--- src/design/rotation_matrix_to_euler_unit_assert.svh ---
// assertion helpers for the rotation matrix to euler unit
`ifndef ROTATION_MATRIX_TO_EULER_UNIT_ASSERT_SVH
`define ROTATION_MATRIX_TO_EULER_UNIT_ASSERT_SVH

// antecedent implies consequent in the same cycle
`define RM2E_ASSERT_IMP(lbl, ante, cons) \
  lbl: assert property (@(posedge clk) disable iff (rst) (ante) |-> (cons)) \
    else $error("rm2e implication check failed");

// antecedent implies consequent in the next cycle
`define RM2E_ASSERT_NEXT(lbl, ante, cons) \
  lbl: assert property (@(posedge clk) disable iff (rst) (ante) |=> (cons)) \
    else $error("rm2e next-cycle check failed");

// condition never holds
`define RM2E_ASSERT_NEVER(lbl, cond) \
  lbl: assert property (@(posedge clk) disable iff (rst) !(cond)) \
    else $error("rm2e forbidden condition seen");

`endif

--- src/design/rm2e_pkg.sv ---
package rm2e_pkg;

  localparam int FIFO_DEPTH = 4;
  localparam int MAX_STAGES = 24;

  localparam logic signed [25:0] HALF_TURN = 26'sd11796480;
  localparam logic signed [16:0] ANG_MAX = 17'sd23040;

  // atan(2^-i) in degrees, 16 fraction bits
  localparam logic signed [25:0] ATAN_TAB [MAX_STAGES] = '{
    26'sd2949120, 26'sd1740967, 26'sd919879, 26'sd466945, 26'sd234379, 26'sd117304,
    26'sd58666, 26'sd29335, 26'sd14668, 26'sd7334, 26'sd3667, 26'sd1833,
    26'sd917, 26'sd458, 26'sd229, 26'sd115, 26'sd57, 26'sd29,
    26'sd14, 26'sd7, 26'sd4, 26'sd2, 26'sd1, 26'sd0
  };

  typedef struct packed {
    logic signed [15:0] r00;
    logic signed [15:0] r10;
    logic signed [15:0] r11;
    logic signed [15:0] r12;
    logic signed [15:0] r20;
    logic signed [15:0] r21;
    logic signed [15:0] r22;
  } rm2e_mat_t;

  typedef struct packed {
    logic signed [16:0] y;
    logic signed [16:0] x;
  } rm2e_vec_t;

  typedef struct packed {
    rm2e_vec_t vx;
    rm2e_vec_t vy;
    rm2e_vec_t vz;
    logic      singular;
  } rm2e_job_t;

  typedef struct packed {
    logic push;
    logic stall;
  } rm2e_front_stat_t;

  function automatic logic signed [16:0] neg17(input logic signed [15:0] a);
    logic signed [16:0] t;
    t = a;
    return -t;
  endfunction

  function automatic logic signed [16:0] ext17(input logic signed [15:0] a);
    logic signed [16:0] t;
    t = a;
    return t;
  endfunction

  // round half up to 1/128 degree, then saturate
  function automatic logic signed [15:0] to_units(input logic signed [25:0] z);
    logic signed [25:0] s;
    logic signed [16:0] q;
    s = z + 26'sd256;
    q = 17'(s >>> 9);
    if (q > ANG_MAX) q = ANG_MAX;
    if (q < -ANG_MAX) q = -ANG_MAX;
    return q[15:0];
  endfunction

endpackage

--- src/design/rm2e_if.sv ---
interface rm2e_in_if;
  logic               valid;
  logic               ready;
  logic signed [15:0] r00;
  logic signed [15:0] r10;
  logic signed [15:0] r11;
  logic signed [15:0] r12;
  logic signed [15:0] r20;
  logic signed [15:0] r21;
  logic signed [15:0] r22;
  modport source (output valid, r00, r10, r11, r12, r20, r21, r22, input ready);
  modport sink (input valid, r00, r10, r11, r12, r20, r21, r22, output ready);
endinterface


--- src/design/rm2e_front.sv ---
module rm2e_front import rm2e_pkg::*; (
  input  logic             clk,
  input  logic             rst,
  rm2e_in_if.sink          matrix,
  input  logic [10:0]      threshold,
  output rm2e_job_t        job,
  output logic             job_valid,
  input  logic             job_full,
  output rm2e_front_stat_t status
);

  localparam int SQ_STEPS = 16;

  logic en;
  rm2e_mat_t in_m;
  logic signed [31:0] p0, p1;

  logic      a_vld;
  rm2e_mat_t a_m;
  logic [30:0] a_sq0, a_sq1;

  logic      sq_vld [SQ_STEPS+1];
  rm2e_mat_t sq_m   [SQ_STEPS+1];
  logic [31:0] sq_n   [SQ_STEPS+1];
  logic [31:0] sq_res [SQ_STEPS+1];

  logic      c_vld;
  rm2e_job_t c_job;
  logic [15:0] sy;
  logic      sing;

  assign en = !(c_vld && job_full);
  assign matrix.ready = en;

  assign in_m = '{r00: matrix.r00, r10: matrix.r10, r11: matrix.r11, r12: matrix.r12,
                  r20: matrix.r20, r21: matrix.r21, r22: matrix.r22};
  assign p0 = matrix.r00 * matrix.r00;
  assign p1 = matrix.r10 * matrix.r10;

  always_ff @(posedge clk) begin
    if (rst) begin
      a_vld <= 1'b0;
    end else if (en) begin
      a_vld <= matrix.valid;
    end
  end

  always_ff @(posedge clk) begin
    if (en) begin
      a_m   <= in_m;
      a_sq0 <= p0[30:0];
      a_sq1 <= p1[30:0];
    end
  end

  always_ff @(posedge clk) begin
    if (rst) begin
      sq_vld[0] <= 1'b0;
    end else if (en) begin
      sq_vld[0] <= a_vld;
    end
  end

  always_ff @(posedge clk) begin
    if (en) begin
      sq_m[0]   <= a_m;
      sq_n[0]   <= {1'b0, a_sq0} + {1'b0, a_sq1};
      sq_res[0] <= '0;
    end
  end

  // bit-pair square root, one result bit per stage
  for (genvar k = 0; k < SQ_STEPS; k++) begin : g_sqrt
    localparam logic [31:0] BIT = 32'd1 << (30 - 2 * k);
    logic [31:0] trial;
    assign trial = sq_res[k] + BIT;

    always_ff @(posedge clk) begin
      if (rst) begin
        sq_vld[k+1] <= 1'b0;
      end else if (en) begin
        sq_vld[k+1] <= sq_vld[k];
      end
    end

    always_ff @(posedge clk) begin
      if (en) begin
        sq_m[k+1] <= sq_m[k];
        if (sq_n[k] >= trial) begin
          sq_n[k+1]   <= sq_n[k] - trial;
          sq_res[k+1] <= (sq_res[k] >> 1) + BIT;
        end else begin
          sq_n[k+1]   <= sq_n[k];
          sq_res[k+1] <= sq_res[k] >> 1;
        end
      end
    end
  end

  assign sy   = sq_res[SQ_STEPS][15:0];
  assign sing = sy < {5'b0, threshold};

  always_ff @(posedge clk) begin
    if (rst) begin
      c_vld <= 1'b0;
    end else if (en) begin
      c_vld <= sq_vld[SQ_STEPS];
    end
  end

  always_ff @(posedge clk) begin
    if (en) begin
      c_job.singular <= sing;
      c_job.vy.y     <= neg17(sq_m[SQ_STEPS].r20);
      c_job.vy.x     <= {1'b0, sy};
      c_job.vz.y     <= ext17(sq_m[SQ_STEPS].r10);
      c_job.vz.x     <= ext17(sq_m[SQ_STEPS].r00);
      if (sing) begin
        c_job.vx.y <= neg17(sq_m[SQ_STEPS].r12);
        c_job.vx.x <= ext17(sq_m[SQ_STEPS].r11);
      end else begin
        c_job.vx.y <= ext17(sq_m[SQ_STEPS].r21);
        c_job.vx.x <= ext17(sq_m[SQ_STEPS].r22);
      end
    end
  end

  assign job          = c_job;
  assign job_valid    = c_vld;
  assign status.push  = c_vld && !job_full;
  assign status.stall = c_vld && job_full;

endmodule

--- src/flat_wrapper.sv ---
// flat-port wrapper written by rule: the top's interface ports become plain ports
module rm2e_front_flat import rm2e_pkg::*;
  (clk, rst, threshold, job, job_valid, job_full, status, matrix_valid, matrix_r00, matrix_r10, matrix_r11, matrix_r12, matrix_r20, matrix_r21, matrix_r22, matrix_ready);
  rm2e_in_if matrix_i ();
  input  logic clk;
  input  logic rst;
  input  logic [10:0] threshold;
  output rm2e_job_t job;
  output logic job_valid;
  input  logic job_full;
  output rm2e_front_stat_t status;
  input wire logic [$bits(matrix_i.valid)-1:0] matrix_valid;
  input wire logic [$bits(matrix_i.r00)-1:0] matrix_r00;
  input wire logic [$bits(matrix_i.r10)-1:0] matrix_r10;
  input wire logic [$bits(matrix_i.r11)-1:0] matrix_r11;
  input wire logic [$bits(matrix_i.r12)-1:0] matrix_r12;
  input wire logic [$bits(matrix_i.r20)-1:0] matrix_r20;
  input wire logic [$bits(matrix_i.r21)-1:0] matrix_r21;
  input wire logic [$bits(matrix_i.r22)-1:0] matrix_r22;
  output wire logic [$bits(matrix_i.ready)-1:0] matrix_ready;
  assign matrix_i.valid = matrix_valid;
  assign matrix_i.r00 = matrix_r00;
  assign matrix_i.r10 = matrix_r10;
  assign matrix_i.r11 = matrix_r11;
  assign matrix_i.r12 = matrix_r12;
  assign matrix_i.r20 = matrix_r20;
  assign matrix_i.r21 = matrix_r21;
  assign matrix_i.r22 = matrix_r22;
  assign matrix_ready = matrix_i.ready;
  rm2e_front u_core (.clk(clk), .rst(rst), .matrix(matrix_i), .threshold(threshold), .job(job), .job_valid(job_valid), .job_full(job_full), .status(status));
endmodule
--- config.mk ---
export PLATFORM = sky130hd
export DESIGN_NAME = rm2e_front_flat
export DESIGN_NICKNAME = d
export VERILOG_FILES = /design/src/design/rotation_matrix_to_euler_unit_assert.svh /design/src/design/rm2e_pkg.sv /design/src/design/rm2e_if.sv /design/src/design/rm2e_front.sv /design/src/flat_wrapper.sv
export SDC_FILE = /design/constraint.sdc
export NUM_CORES = 2
export LEC_CHECK = 0
export ABC_AREA = 1
export BUFFER_PORTS_ARGS = -buffer_cell sky130_fd_sc_hd__buf_4
export CAP_MARGIN = 20
export CORE_UTILIZATION = 60
export CTS_BUF_LIST = sky130_fd_sc_hd__clkbuf_4 sky130_fd_sc_hd__clkbuf_8
export CTS_CLUSTER_DIAMETER = 80
export DETAILED_ROUTE_END_ITERATION = 6
export PLACE_DENSITY_LB_ADDON = 0.12
export SETUP_SLACK_MARGIN = 0.1
export SYNTH_ARGS = -nofsm -noshare
export SYNTH_HDL_FRONTEND = slang
export SYNTH_SLANG_ARGS = --single-unit
--- constraint.sdc ---
create_clock -name clk -period 67.6 [get_ports clk]
set_clock_uncertainty 0.05 [all_clocks]
set_input_delay 0 -clock clk [delete_from_list [all_inputs] [get_ports clk]]
set_output_delay 0 -clock clk [all_outputs]
set_load 0.05 [all_outputs]
==> results.toml <==
[run_status]
status = "finished clean"

[min_path]
min_from = "matrix_r10[1]"
min_path_type = "in -> reg"

[critical_path]
max_stage_delay_ns = 0.92
cp_max_fo = 88
path_class = "reg -> reg"
worstPathRequired_ns = 68.17
crit_buf_inv = 7
cpLargestDelayFamily = "buffers and inverters"
path_cells = "nand2_4 -> buf_4 -> buf_4 -> buf_4 -> buf_4 -> buf_4 -> buf_4 -> buf_4"
regToRegStartpoint = "u_core.job_valid"
crit_start = "u_core.job_valid"
cpMostUsedCell = "buf_4"
startpoint_type = "flip-flop"
slowest_stage = "buf_4"
crit_arrival_ns = 7.79
end_kind = "flip-flop"

[place]
place_congestion = 0.922
place.port_buffers = 232
placedCellCount = 11807
place_area_um2 = 127000
dpl.hpwl_um = 158000

[grt]
overflow = 0
grt_pass1_wl_um = 353000
grt_max_degree = 229
grt_pass1_vias = 66810
antenna_found_initial = 7
grt.total_usage_pct = 22.1

[timing]
fin_setup_tns_ns = 0
drv_slew = 0
holdWs_ns = 0.119
min_period_over_period_pct = 10.7
hold_viol = 0
tightest_slew_ns = 1.14
setup_viol = 0
min_period_ns = 7.23
grt_setup_unrepaired = "false"
relSlewSlack_pct = 23.8
clock.fmax_mhz = 138

[floorplanning]
die_w_um = 454
rows = 165
io_pins = 234
core_area_um2 = 203000
dieHeight_um = 454
start_util_pct = 60.5
die_area_um2 = 206000

[yosys]
async_flop_share_pct = 0
ys_seq_area_share_pct = 69.5
netlist_top_cells_area = "edfxtp_1 70%, fa_1 7.5%, nand2_1 5.4%"
synthesis.nets = 9924
syn_avg_cell_area_um2 = 13.7
yosysUniqueCellTypes = 57
synth_area_um2 = 123000
synth_top_area_share_pct = 69.5
synth_ff_type = "edfxtp_1"
ys_seq_elements = 2840
yosysWarnings = 0
yosys.area.top_type = "edfxtp_1"
syn_inst = 8976
synth-edff-count = 2838

[power]
power.density_nw_per_um2 = 48.5
leakagePower_nw = 59.0
ir_drop_mv = 0.167

[layout]
instances_no_fill = 12817
drive_above_1_share_pct = 10.1
areaGrowthSynthToFinish_pct = 12.6
layout_commonest_cell = "edfxtp_1"
final_util_pct = 68.1
design_area_um2 = 138000
layout_common_cells = "2,838 x edfxtp_1, 1,747 x nand2_1, 1,471 x inv_1"
finalNetCount = 10754

[clock_network]
clock_path_buffers = 4
cts.sinks = 2840
clk_pin_slew_worst_paths_ns = 0.06
htreeDepth = 5
cts_hold_buffers = 236
post_cts_buffers = 0
clock-root-buffer = "clkbuf_8"
post_cts_resized = 0
cts_buffers = 432
clk_latency_ns = 1.05
tritoncts = "built"

[drt]
wl_per_cell_um = 17.6
drc = 0
drt_iter0_drc = 4375
totalWireLength_um = 225000
route.vias.total = 65880
first_pass_iters = 6
drtAntennaViolNets = 0
via_per_inst = 5.14

[run]
maxCapViolations = 0
[state kept, by name (all words and copies together), names as in the netlist]
register,flops
u_core.a_vld,1
u_core.sq_m,1904
u_core.job,99
u_core.sq_n,512
u_core.job_valid,1
u_core.a_sq1,30
u_core.a_m,110
u_core.a_sq0,30
u_core.sq_vld,17
u_core.sq_res,136
[report_power, final]
group	total [mW]	switching, mW	internal [mW]
Sequential	2.55	0.176	2.38
Combinational	2.82	1.83	0.988
Clock	1.32	0.609	0.712
Total	6.69	2.61	4.08
[through the flow]
step           worst slack [ns]  power, mW
6_report                  60.37       6.69
5_1_grt                   59.76       7.21
4_1_cts                   60.16       6.74
3_5_place_dp              60.24       5.38
3_3_place_gp              60.41       5.36
2_1_floorplan             16.55       4.53
[synth_stat cells, drive strengths merged (3+ instances only)]
cell,n
or2,15
nand4,130
a21oi,268
buf,41
clkbuf,69
a31o,4
o21bai,30
a21boi,3
xnor2,68
and2,8
xor2,155
and3,4
nand3,349
nand3b,38
o21a,6
nor3,84
edfxtp,2838
nand2,1765
a21o,13
fa,458
nor2,558
o21ai,176
ha,363
inv,1480
nor4,38
[final timing paths]
path | slack, ns | cells past startpoint | endpoint
max | 60.37 | 8 | u_core.a_m[69]
min | 0.12 | 5 | u_core.a_sq1[3]
max reg2reg | 60.37 | 8 | u_core.a_m[69]
min reg2reg | 0.29 | 0 | u_core.sq_m[1][628]
[cell families after synthesis]
logic type / after synthesis / share of synthesized area [%]
xor gates and xnor gates: 223 / 1.59
other: 1 / 0.00306
buffers and inverters: 1592 / 5.02
AOI/OAI and AO/OA: 506 / 2.32
adders and majority gates: 821 / 11.2
DFF: 2840 / 69.5
and+or+nand+nor: 2993 / 10.3
[tightest hold or removal path, delay by kind of cell]
kind | cells | cell delay (ns)
adders and majority gates | 1 | 0.14
buffers and inverters | 3 | 0.88
and+or+nand+nor | 1 | 0.08
[routing by layer]
metal,vias to the layer above,track usage [%],wire length [um]
li1,32087,-,-
met1,31856,28.7,94500
met2,1473,37.7,113000
met3,460,3.30,9540
met4,4,9.12,8110
met5,-,0,23
[layout make-up]
type	instances	area, um2
clock inverter	188	1080
fill	14118	64500
clock buffer	579	7070
sequential	2840	85300
timing repair buffer	506	4450
antenna	6	15.0
inverter	1482	5570
multi-input combinational	4544	31200
tap	2672	3340
No activity file was read; power rests on OpenSTA's default activity.
