--- config.mk ---
export PLATFORM = sky130hd
export DESIGN_NAME = rm2e_fifo
export DESIGN_NICKNAME = d
export VERILOG_FILES = /design/src/design/rotation_matrix_to_euler_unit_assert.svh /design/src/design/rm2e_pkg.sv /design/src/design/rm2e_fifo.sv
export SDC_FILE = /design/constraint.sdc
export NUM_CORES = 1
export LEC_CHECK = 0
export BUFFER_PORTS_ARGS = -buffer_cell sky130_fd_sc_hd__buf_2
export CAP_MARGIN = 20
export CORE_MARGIN = 1.5
export CORE_UTILIZATION = 54
export DETAILED_ROUTE_END_ITERATION = 16
export PLACE_DENSITY_LB_ADDON = 0.2
export REMOVE_ABC_BUFFERS = 1
export SLEW_MARGIN = 30
export SYNTH_ARGS = -nofsm -noshare
export SYNTH_HDL_FRONTEND = slang
export SYNTH_SLANG_ARGS = --single-unit
--- constraint.sdc ---
create_clock -name clk -period 15.45 [get_ports clk]
set_clock_uncertainty 0.15 [all_clocks]
set_input_delay 3.09 -clock clk [delete_from_list [all_inputs] [get_ports clk]]
set_output_delay 3.09 -clock clk [all_outputs]
set_load 0.02 [all_outputs]
--- src/design/rotation_matrix_to_euler_unit_assert.svh ---
// assertion helpers for the rotation matrix to euler unit
`ifndef ROTATION_MATRIX_TO_EULER_UNIT_ASSERT_SVH
`define ROTATION_MATRIX_TO_EULER_UNIT_ASSERT_SVH

// antecedent implies consequent in the same cycle
`define RM2E_ASSERT_IMP(lbl, ante, cons) \
  lbl: assert property (@(posedge clk) disable iff (rst) (ante) |-> (cons)) \
    else $error("rm2e implication check failed");

// antecedent implies consequent in the next cycle
`define RM2E_ASSERT_NEXT(lbl, ante, cons) \
  lbl: assert property (@(posedge clk) disable iff (rst) (ante) |=> (cons)) \
    else $error("rm2e next-cycle check failed");

// condition never holds
`define RM2E_ASSERT_NEVER(lbl, cond) \
  lbl: assert property (@(posedge clk) disable iff (rst) !(cond)) \
    else $error("rm2e forbidden condition seen");

`endif

--- src/design/rm2e_pkg.sv ---
package rm2e_pkg;

  localparam int FIFO_DEPTH = 4;
  localparam int MAX_STAGES = 24;

  localparam logic signed [25:0] HALF_TURN = 26'sd11796480;
  localparam logic signed [16:0] ANG_MAX = 17'sd23040;

  // atan(2^-i) in degrees, 16 fraction bits
  localparam logic signed [25:0] ATAN_TAB [MAX_STAGES] = '{
    26'sd2949120, 26'sd1740967, 26'sd919879, 26'sd466945, 26'sd234379, 26'sd117304,
    26'sd58666, 26'sd29335, 26'sd14668, 26'sd7334, 26'sd3667, 26'sd1833,
    26'sd917, 26'sd458, 26'sd229, 26'sd115, 26'sd57, 26'sd29,
    26'sd14, 26'sd7, 26'sd4, 26'sd2, 26'sd1, 26'sd0
  };

  typedef struct packed {
    logic signed [15:0] r00;
    logic signed [15:0] r10;
    logic signed [15:0] r11;
    logic signed [15:0] r12;
    logic signed [15:0] r20;
    logic signed [15:0] r21;
    logic signed [15:0] r22;
  } rm2e_mat_t;

  typedef struct packed {
    logic signed [16:0] y;
    logic signed [16:0] x;
  } rm2e_vec_t;

  typedef struct packed {
    rm2e_vec_t vx;
    rm2e_vec_t vy;
    rm2e_vec_t vz;
    logic      singular;
  } rm2e_job_t;

  typedef struct packed {
    logic push;
    logic stall;
  } rm2e_front_stat_t;

  function automatic logic signed [16:0] neg17(input logic signed [15:0] a);
    logic signed [16:0] t;
    t = a;
    return -t;
  endfunction

  function automatic logic signed [16:0] ext17(input logic signed [15:0] a);
    logic signed [16:0] t;
    t = a;
    return t;
  endfunction

  // round half up to 1/128 degree, then saturate
  function automatic logic signed [15:0] to_units(input logic signed [25:0] z);
    logic signed [25:0] s;
    logic signed [16:0] q;
    s = z + 26'sd256;
    q = 17'(s >>> 9);
    if (q > ANG_MAX) q = ANG_MAX;
    if (q < -ANG_MAX) q = -ANG_MAX;
    return q[15:0];
  endfunction

endpackage

--- src/design/rm2e_fifo.sv ---
module rm2e_fifo import rm2e_pkg::*; (
  input  logic      clk,
  input  logic      rst,
  input  logic      push,
  input  rm2e_job_t din,
  output logic      full,
  input  logic      rd_en,
  output rm2e_job_t dout,
  output logic      dout_valid
);

  localparam int PW = $clog2(FIFO_DEPTH);
  localparam int CW = $clog2(FIFO_DEPTH + 1);

  rm2e_job_t mem [FIFO_DEPTH];
  logic [PW-1:0] wp, rp;
  logic [CW-1:0] cnt;
  logic load, take_mem, bypass, wr;

  assign load     = !dout_valid || rd_en;
  assign take_mem = load && (cnt != '0);
  assign bypass   = load && (cnt == '0) && push;
  assign wr       = push && !bypass;
  assign full     = cnt == CW'(FIFO_DEPTH);

  always_ff @(posedge clk) begin
    if (rst) begin
      wp         <= '0;
      rp         <= '0;
      cnt        <= '0;
      dout_valid <= 1'b0;
    end else begin
      if (wr) wp <= wp + 1'b1;
      if (take_mem) rp <= rp + 1'b1;
      cnt <= cnt + CW'(wr) - CW'(take_mem);
      if (load) dout_valid <= take_mem || bypass;
    end
  end

  always_ff @(posedge clk) begin
    if (wr) mem[wp] <= din;
    if (take_mem) begin
      dout <= mem[rp];
    end else if (bypass) begin
      dout <= din;
    end
  end

endmodule

==> results of run 1 <==
## layout make-up
cell class / count / share of cell area [%]
Tap cell: 461 / 2.507
Sequential cell: 525 / 68.12
Clock inverter: 31 / 1.229
Multi-Input combinational cell: 244 / 16.96
Antenna cell: 5 / 0.05439
Clock buffer: 65 / 5.961
Inverter: 8 / 0.1305
Timing Repair Buffer: 222 / 5.031
## cell usage after synthesis (2+ instances only)
master                     instances
sky130_fd_sc_hd__inv_1             8
sky130_fd_sc_hd__buf_2            11
sky130_fd_sc_hd__and2_1            4
sky130_fd_sc_hd__nor2b_1           3
sky130_fd_sc_hd__edfxtp_1        515
sky130_fd_sc_hd__ha_1              6
sky130_fd_sc_hd__buf_4             5
sky130_fd_sc_hd__mux2_2           75
sky130_fd_sc_hd__mux4_2          103
sky130_fd_sc_hd__mux2_4           29
sky130_fd_sc_hd__xnor2_1           2
sky130_fd_sc_hd__clkbuf_1          6
sky130_fd_sc_hd__a21oi_1           4
sky130_fd_sc_hd__nor2_1            6
sky130_fd_sc_hd__buf_1             4
sky130_fd_sc_hd__o31ai_1           2
sky130_fd_sc_hd__buf_6             8
sky130_fd_sc_hd__dfxtp_1          10
## sequential cells by signal (all words and copies together) (netlist names), named ones only
signal	count
cnt	3
dout	103
dout_valid	1
mem	412
rp	2
wp	2
## metal layers
| metal | up-vias | global-route usage [%] | share of wire (%) |
|---|---|---|---|
| li1 | 3908 | - | - |
| met1 | 4553 | 27.71 | 44 |
| met2 | 234 | 30.09 | 48 |
| met3 | 49 | 5.032 | 6.9 |
| met4 | 4 | 4.774 | 1.5 |
| met5 | - | 0 | 0.064 |
## cells by family after synthesis
kind of cell	after synthesis	synth area share [%]
AO/OA/AOI/OAI	9	0.2844
XOR/XNOR	2	0.08849
adder cells (fa/ha/maj)	7	0.4803
buffers and inverters	43	1.289
flip-flops	525	79.13
multiplexers	207	18.18
AND/OR/NAND/NOR	19	0.5499
## layout by cell type, fill, tap and decap left out, drive strengths merged, types with 3 or more instances in the layout
master,instances
edfxtp,515
buf,222
mux2,104
mux4,103
clkbuf,65
clkinv,24
inv,10
dfxtp,10
ha,6
nor2,6
diode,5
bufinv,5
and2,4
a21oi,4
nor2b,3
## report_power, final
part           total (mW)  switching [mW]  internal [mW]  leakage, nW
logic                1.15           0.628          0.523         2.12
registers            2.02           0.105           1.92         4.86
clock network        1.21           0.503          0.712        0.813
total                4.39            1.24           3.15         7.79
## stage by stage
stage               setup WS [ns]  area (um2)
global placement            9.298       21320
finish                      9.903       23010
global route                9.701       23000
CTS                         9.862       22990
detailed placement          9.266       21340
floorplan                   5.428       19570
## final timing paths
check / slack, ns / to / depth (start not counted)
setup / recovery: 9.90 / mem[0][66] / 5
hold reg to reg: 0.33 / register / 2
hold / removal: 0.33 / register / 2
setup reg to reg: 12.15 / mem[0][66] / 4
## tightest hold or removal path: cells and delay by family, from the launching register on
kind | cells | cell delay [ns]
AOI/OAI and AO/OA | 2 | 0.13
DFF | 1 | 0.31
==> results.txt, run 1 <==
The number of library cell types mapped by synthesis came out at 29. Entering global routing, the biggest net connects 73 pins. Setup repair after global routing left no endpoint under its margin.

The setup total negative slack is 0 ns. The number of flops mapped to enable cells by yosys came out at 515. Among all stages on the critical path, the largest delay is contributed by sky130_fd_sc_hd__buf_4.

The total setup violations reported at the end of the flow is 0. The peak ir drop on the vdd network is 0.1349 mV. At the pin with the least slew margin, the transition time is 0.9351 ns. The congestion estimate from routability-driven global placement came to 0.7304. The number of setup buffers added after CTS came out at 0. In this run the critical register-to-register path is launched from cnt[1].

Static timing analysis puts the maximum clock frequency at 180.3 MHz. The type of element capturing the critical path is a register. The period utilization is 35.90%.

The clock latency on the worst-skew pair is 0.57 ns. In the routed layout, each cell is associated on average with a via count of 5.604. The Yosys warning count is 0.

The number of global-route vias before repair is 9213. TritonCTS built the clock tree. The hold buffer count at cts is 0.

In this run the worst path has a maximum fanout of 63. For this run, design rule violations remaining after detail routing come to 0. A synthesized cell averages 24.38 um2. The initial core utilization is 55.26%. The final hold slack is 0.3307 ns.

The count of max-cap constraint violations came out at 0. The required time reported for the critical path endpoint is 15.48 ns. The final count of hold timing violations came out at 0. The total global routing overflow came out at 0.

The share of the synthesized area in the top cell type came out at 78.11%. Buffers placed on the I/O ports in this run total 211. The cell area power density came out at 190.8 mW/mm2. The post-route netlist has 46.48% of its cells at a drive strength greater than 1. The run finished with clean final reports. The finished layout holds 1561 standard cells, fillers aside.

The number of vias in the routed layout is 8748. The setup path with the least slack is of type input pin to register. The number of levels in the clock H-tree came out at 2. After synthesis the cells add up to 0.01980 mm2. The global-route wire length before repair came out at 55070 um. The post-synthesis register bit count came out at 525. The total iterations of the first detailed-routing run is 5. In this run the most critical hold path is launched from rp[1].

The area enclosed by the die boundary came out at 0.03782 mm2. In this run the clock root is driven by a sky130_fd_sc_hd__clkbuf_16. The number of clock buffers inserted by TritonCTS is 52. Sorting the synthesized cells by area gives the leading types as sky130_fd_sc_hd__edfxtp_1, sky130_fd_sc_hd__mux4_2, sky130_fd_sc_hd__mux2_2. STA classifies the critical path startpoint as an input pin.

The total leakage power came out at 7.794 nW. Summing all flip-flop and latch instances after layout gives 0.01567 mm2. The initial antenna violation count is 7. The async set-reset flop share out of synthesis is 0%. Walking the worst path, the cells encountered are buf_2, nand2b_1, a21boi_0, and2_4, buf_4. The area of the placeable core is 0.03583 mm2. The count of pins on the block boundary is 212.

Counting along the longest clock path gives a buffer depth of 3. The synthesized netlist cell count came out at 812. Across every metal layer, demand over resource in global routing totals 19.33%.

The floorplan step set the die height to 194.5 um. Counting the fill cells in the layout gives 2394. The site row count is 69. Counting tap cells, the placed design contains a total of 1460 instances. The completed layout was analyzed and its total power is 4.390 mW. The combined area of the multi-input logic cells is 0.003902 mm2. The delay of the slowest cell on the worst path came out at 0.84 ns. The die is 194.5 um wide. Broken down by cell family, the worst path's largest delay share belongs to buffers and inverters.

The worst slew margin relative to its limit is 37.66%. After detailed routing, the total wire length is 35760 um. The iteration-0 DRC count of the detailed router came out at 705. The synthesis-to-finish area growth is 16.20%. The count of antenna-violating nets left after detailed routing came out at 0. The synthesized design spends more area on one cell type than any other, namely sky130_fd_sc_hd__edfxtp_1. The layout net count is 1167. The sequential share of the synthesized area is 79.13%. The max-slew violation total from the final report came out at 0. Detailed placement finished with a half-perimeter wire length of 20610 um. The clock-pin transition on the worst setup and hold timing paths is 0.06 ns. In this run the worst hold path is classified as register to register. The most critical setup path has its startpoint at rd_en. For this run, the leading register cell type out of synthesis is sky130_fd_sc_hd__edfxtp_1. The final core utilization came out at 64.21%. The number of gates resized after CTS was 0. In the final routed layout, each cell accounts on average for 22.91 um. Subtracting the final worst setup slack from the clock period gives 5.547 ns. The total number of clock tree sinks is 525.

The worst path buffer plus inverter count is 2. The arrival time at the worst endpoint is 5.57 ns.
Power figures use the tool's default switching activity.
==> run 2: changes to the inputs <==
CORE_UTILIZATION = 53   (was 54)
clock period = 4.7 ns   (was 15.45 ns; I/O delays follow)
==> results.txt, run 2 (synthesis gave the netlist of run 1 again) <==
The routability congestion estimate from global placement came out at 0.7268. After clock tree synthesis, the clock-pin slew on the worst setup and hold paths is 0.06 ns. The area occupied by registers is 0.01567 mm2. The area enclosed by the die boundary came out at 0.03852 mm2. The number of flip-flops in the largest register is 412.

The final count of hold timing violations is 0. The clock latency on the worst-skew pair is 0.56 ns. The number of clock buffers inserted by TritonCTS came out at 52. The number of levels in the clock H-tree came out at 2. The via-per-instance ratio came out at 5.616.

The worst path buffer plus inverter count came out at 3. The final wirelength came out at 35900 um. On the worst path, the slowest cell contributes a delay of 0.65 ns. The count of buffers from port buffering came out at 211. Setup repair after global routing left no endpoint under its margin.

The library cells used most frequently in the layout, excluding fill and tap cells, are sky130_fd_sc_hd__edfxtp_1, sky130_fd_sc_hd__buf_2, sky130_fd_sc_hd__mux4_2. The total routing resource utilization after global routing is 19.13%. The die height is 196.3 um. The initial antenna violation count is 5. The worst setup path is captured at a register.

The tightest min-delay check is of the register to register type. The site row count is 70. Entering global routing, the biggest net connects 104 pins.

Traced cell by cell, the critical path runs through buf_2, nand2b_1, a21boi_0, inv_1, ha_1, inv_1, ha_1, fa_1, xnor2_1, xnor2_1, nor2_1. The total number of clock tree sinks is 525. For this run, the number of standard cells in the final layout without fillers is 1572. The final core utilization is 62.70%. The total cell area at the placement stage came out at 0.02150 mm2. The layout net count is 1177.

Leaving out fill and tap cells, the most frequent cell in the layout is sky130_fd_sc_hd__edfxtp_1. For the worst setup path, the data required time is 5.00 ns. The total leakage power is 7.790 nW. The period utilization came out at 63.80%. The synthesis-to-finish area growth came out at 16.22%. The first global-routing pass estimated 54920 um of wire. The post-route DRC violation count came out at 0.

The flow ran to the end, and the final reports show no timing, DRC or antenna violations. The count of antenna-violating nets left after detailed routing is 0. Grouping stages by cell kind, the critical path spends the most delay in adder cells. At the pin with the least slew margin, the transition time is 0.8749 ns. The die outline width came out at 196.3 um. The arrival time at the worst endpoint is 3.30 ns. The clock tree buffer depth is 3. The number of setup buffers added after CTS is 0.

The hold buffer count at cts is 0. Across all hold checks on the routed design, the worst slack comes to 0.3314 ns. The share of cells above drive strength 1 is 46.46%. The cell area power density came out at 616.3 mW/mm2.

The critical path is of the input pin to register type. The worst-case setup slack after placement came out at 1.101 ns. STA classifies the critical path startpoint as an input pin. The iteration-0 DRC count of the detailed router came out at 615. The worst slew margin relative to its limit came out at 41.67%. The final critical-path setup slack came out at 1.701 ns. TritonCTS built the clock tree. The filler cells instantiated in the layout total 2451.

VDD sags by at most 0.8247 mV. The root buffer cell is sky130_fd_sc_hd__clkbuf_16. The number of placed instances, taps included, is 1477. The highest clock frequency the design can meet is 333.5 MHz. 212 I/O pins were placed. The slowest stage of the critical path belongs to the cell sky130_fd_sc_hd__a21boi_0.

The area of the placeable core is 0.03670 mm2. The placed wire-length estimate after detailed placement is 21530 um. The peak fanout along the critical path came out at 7.

The combined area of the multi-input logic cells is 0.003902 mm2. The total setup violations reported at the end of the flow came out at 0. The tool flagged a number of max-cap violations equal to 0. The largest registers in the layout are mem (412), dout (103), cnt (3). The finished cells cover 0.02301 mm2. Across all layers, the routed design uses 8828 vias. The max-slew violation total from the final report is 0. The total iterations of the first detailed-routing run came out at 5. The number of global-route vias before repair came out at 9174. The clock period could shrink to 2.999 ns. The routed length per placed instance came out at 22.84 um. The number of gates resized after CTS was 0. The initial core utilization is 53.95%. More flip-flops sit in one register than any other, and that register is mem. The total global routing overflow came out at 0.
-- run 2: cell count changes in the layout (fill, tap and decap cells not counted), moves of 2 or more --
cell / change
sky130_fd_sc_hd__buf_6: -5
sky130_fd_sc_hd__buf_12: +8
sky130_fd_sc_hd__diode_2: -3
sky130_fd_sc_hd__bufinv_16: -5
sky130_fd_sc_hd__clkinv_4: +2
sky130_fd_sc_hd__clkinv_1: +3
sky130_fd_sc_hd__inv_6: -2
sky130_fd_sc_hd__clkinv_2: -2
sky130_fd_sc_hd__buf_4: +7
-- run 2: tightest hold or removal path, cell delays in order (launching register included) --
cell and delay, ns:
sky130_fd_sc_hd__dfxtp_1 0.31, sky130_fd_sc_hd__o31ai_1 0.06, sky130_fd_sc_hd__a21oi_1 0.07
-- run 2: worst paths after layout --
path / from / end / slack [ns] / depth (start not counted)
setup / recovery: rd_en / cnt[2] / 1.70 / 11
hold / removal: rp[1] / register / 0.33 / 2
setup reg to reg: cnt[1] / cnt[2] / 1.81 / 10
hold reg to reg: rp[1] / register / 0.33 / 2
-- run 2: area by class of cell --
| class | instances | area share, % |
|---|---|---|
| Clock buffer | 66 | 5.976 |
| Antenna cell | 2 | 0.02175 |
| Tap cell | 468 | 2.545 |
| Sequential cell | 525 | 68.11 |
| Multi-Input combinational cell | 244 | 16.96 |
| Timing Repair Buffer | 232 | 5.710 |
| Inverter | 8 | 0.1305 |
| Clock inverter | 27 | 0.5438 |
-- run 2: routing by layer --
metal,global-route usage (%),vias up,part of all wire [%]
met5,0,-,0.12
met1,27.42,4595,43
met3,3.971,52,5.7
li1,-,3935,-
met4,4.644,6,1.6
met2,30.58,240,49
-- run 2: metrics by stage --
stage | setup TNS, ns | power (mW)
finish | 0 | 14.18
CTS | 0 | 14.38
floorplan | -391.26 | 9.772
global placement | 0 | 10.64
detailed placement | 0 | 10.68
global route | 0 | 14.81
-- run 2: power breakdown --
group	internal (mW)	total, mW	switching (mW)
Clock	2.05	3.66	1.61
Combinational	1.78	3.82	2.04
Sequential	6.30	6.70	0.397
Total	10.1	14.2	4.04
==> run 3: changes to the inputs <==
CORE_UTILIZATION = 54   (was 53)
clock period = 2.8 ns   (was 4.7 ns; I/O delays follow)
==> results.txt, run 3 (synthesis gave the netlist of run 1 again) <==
The run finished with clean final reports. The library cell used most frequently in the layout, excluding fill and tap cells, is sky130_fd_sc_hd__edfxtp_1. Summed over all cells, the static leakage comes to 7.946 nW. The worst slew margin relative to its limit came out at 40.89%. The worst reg-to-reg path cell count is 10.

The hold buffer count at cts came out at 0. The pin count of the biggest net entering global routing came out at 104. Of all nets on the critical path, the largest fanout is 5.

The post-route non-filler standard cell count came out at 1584. The instance count after placement with tap cells included is 1487. The switching power summed over all nets is 6.809 mW. The total area inside the core boundary comes to 0.03583 mm2. Across the run, the number of max-cap violations was 0.

The part of the total power dissipated in combinational logic came out at 27.6%. Derived from the worst setup path, the maximum achievable clock frequency is 396.0 MHz. The arrival time at the worst endpoint came out at 2.82 ns. For this run, design rule violations remaining after detail routing come to 0.

The category of the critical setup timing path is register to register. The required time reported for the critical path endpoint is 3.10 ns. The register with the most flip-flops in the layout has 412 of them. In this run switching power makes up 28.09% of total power. The clock tree buffer depth came out at 3.

The number of filler instances in the final layout came out at 2344. The internal power of the cells totals 17.43 mW. The synthesis-to-finish area growth is 17.92%. The total routing resource utilization after global routing is 19.80%. The number of vias in the routed layout is 8855. The TritonCTS clock tree is built. The clock drives 525 sinks. In this run the vertical extent of the chip is 194.5 um. The endpoint identified for the worst register-to-register timing path is cnt[2]. Tracing the worst setup path back leads to its startpoint at cnt[1].

The count of pins on the block boundary came out at 212. The critical register-to-register path startpoint is cnt[1]. Power spread over the standard cell area amounts to 1038 mW/mm2. The slew at the pin closest to its max-slew limit came out at 0.8867 ns. The setup slack on the worst flop-to-flop path came out at 0.27 ns. The count of antenna-violating nets left after detailed routing came out at 0. The combined area of the multi-input logic cells is 0.003902 mm2.

The die covers 0.03782 mm2. The first global-routing pass estimated 55880 um of wire. The worst hold-check path type is input pin to register. Leaving out fill and tap cells, the most frequent cells in the layout are sky130_fd_sc_hd__edfxtp_1, sky130_fd_sc_hd__buf_2, sky130_fd_sc_hd__mux4_2. The final wirelength came out at 36210 um. The critical path ends at cnt[2]. The initial utilization of the core area, before any placement, comes to 55.26%. The root buffer cell is sky130_fd_sc_hd__clkbuf_16. Post-CTS repair changed the size of 0 cells. The total global routing overflow is 0. The post-route netlist has 47.32% of its cells at a drive strength greater than 1. The die outline width is 194.5 um. The peak ir drop on the vdd network came out at 1.537 mV. The setup total negative slack is 0 ns. The max-slew violation total from the final report came to 0. The number of clock buffers inserted by TritonCTS is 50. The routability congestion estimate from global placement came out at 0.7023. The final count of hold timing violations was 0. The via-per-instance ratio is 5.590. The final period demand of the worst path is 2.525 ns. The period utilization is 90.18%. Cells fill 65.16% of the core in the end. The final critical-path setup slack is 0.2748 ns.

At the end of the flow, the number of nets in the layout was 1192. In the final layout, the registers with the most flip-flops are mem (412), dout (103), cnt (3). The clock latency on the worst-skew pair came out at 0.57 ns.

The H-tree was split into 2 levels. Setup repair after global routing left no endpoint under its margin. The count of buffers from port buffering came out at 211. Setup violations remaining at the end of the flow were counted as 0. Row generation in the floorplan step produced 69 rows. The iteration-0 DRC count of the detailed router is 571. Summed over all nets, the half-perimeter wirelength after detailed placement is 21120 um. The total iterations of the first detailed-routing run came out at 7. The sequential cell fraction of total power is 45.8%. The clock network power share came out at 26.6%. After clock tree synthesis, the setup repair step added 0 buffers. The area occupied by registers is 0.01567 mm2. The initial antenna violation count came to 6. The kind of start point of the critical path is a register. The worst setup path is captured at a register. The worst-case setup slack after placement is 0.04852 ns.

The register with the most flip-flops is mem. The clock-pin transition on the worst setup and hold timing paths is 0.07 ns. The number of global-route vias before repair came out at 9387. The routed length per placed instance came out at 22.86 um.
run 3: metal layers:
metal  wire (um)  share of wire (%)  track usage (%)  vias up
met5           7              0.019                0        -
met4         736                2.0            6.655        2
met3        2029                5.6            4.043       55
met2       17690                 49            31.32      240
met1       15750                 43            27.99     4596
li1            -                  -                -     3962
run 3: metrics by stage:
step | hold WS, ns | cell area [um2] | power [mW]
after floorplan | 0.2955 | 19570 | 15.34
after global placement | 0.3107 | 21770 | 17.99
after detailed placement | 0.3262 | 21770 | 18.08
after CTS | 0.02592 | 23330 | 24.56
after global routing | 0.04385 | 23340 | 25.28
final | 0.06537 | 23350 | 24.24
run 3: power by group through the flow:
| stage | Clock [mW] | Combinational [mW] | Sequential (mW) |
|---|---|---|---|
| 6_report | 6.45 | 6.70 | 11.1 |
| 5_1_grt | 6.86 | 7.19 | 11.2 |
| 4_1_cts | 6.60 | 6.85 | 11.1 |
| 3_5_place_dp | 0 | 6.82 | 11.3 |
| 3_3_place_gp | 0 | 6.75 | 11.2 |
| 2_1_floorplan | 0 | 3.12 | 12.2 |
run 3: area by class of cell:
type | instances | share of cell area (%)
multi-input cells | 244 | 16.72
clock inverters | 18 | 0.6753
diodes | 5 | 0.05359
repair buffers | 249 | 6.817
inverters | 8 | 0.1286
flip-flops and latches | 525 | 67.13
well taps | 461 | 2.471
clock buffers | 74 | 6.008
run 3: worst max-delay path: stages, from the launching register on:
cell and delay (ns):
sky130_fd_sc_hd__dfxtp_1 0.36, sky130_fd_sc_hd__nor3_2 0.43, sky130_fd_sc_hd__a21boi_0 0.20, sky130_fd_sc_hd__inv_1 0.09, sky130_fd_sc_hd__ha_1 0.13, sky130_fd_sc_hd__inv_1 0.04, sky130_fd_sc_hd__ha_1 0.19, sky130_fd_sc_hd__fa_1 0.41
sky130_fd_sc_hd__xnor2_1 0.21, sky130_fd_sc_hd__xnor2_1 0.14, sky130_fd_sc_hd__nor2_1 0.05
run 3: worst min path at each step:
stage                       start         end  slack [ns]  cells past startpoint
after global placement      rp[1]    register        0.31                      2
after CTS                 din[46]  mem[0][46]        0.03                      1
final                     din[24]  mem[0][24]        0.07                      1
after floorplan             rp[1]    register        0.30                      2
after detailed placement    rp[1]    register        0.33                      2
after global routing       din[8]   mem[2][8]        0.04                      1
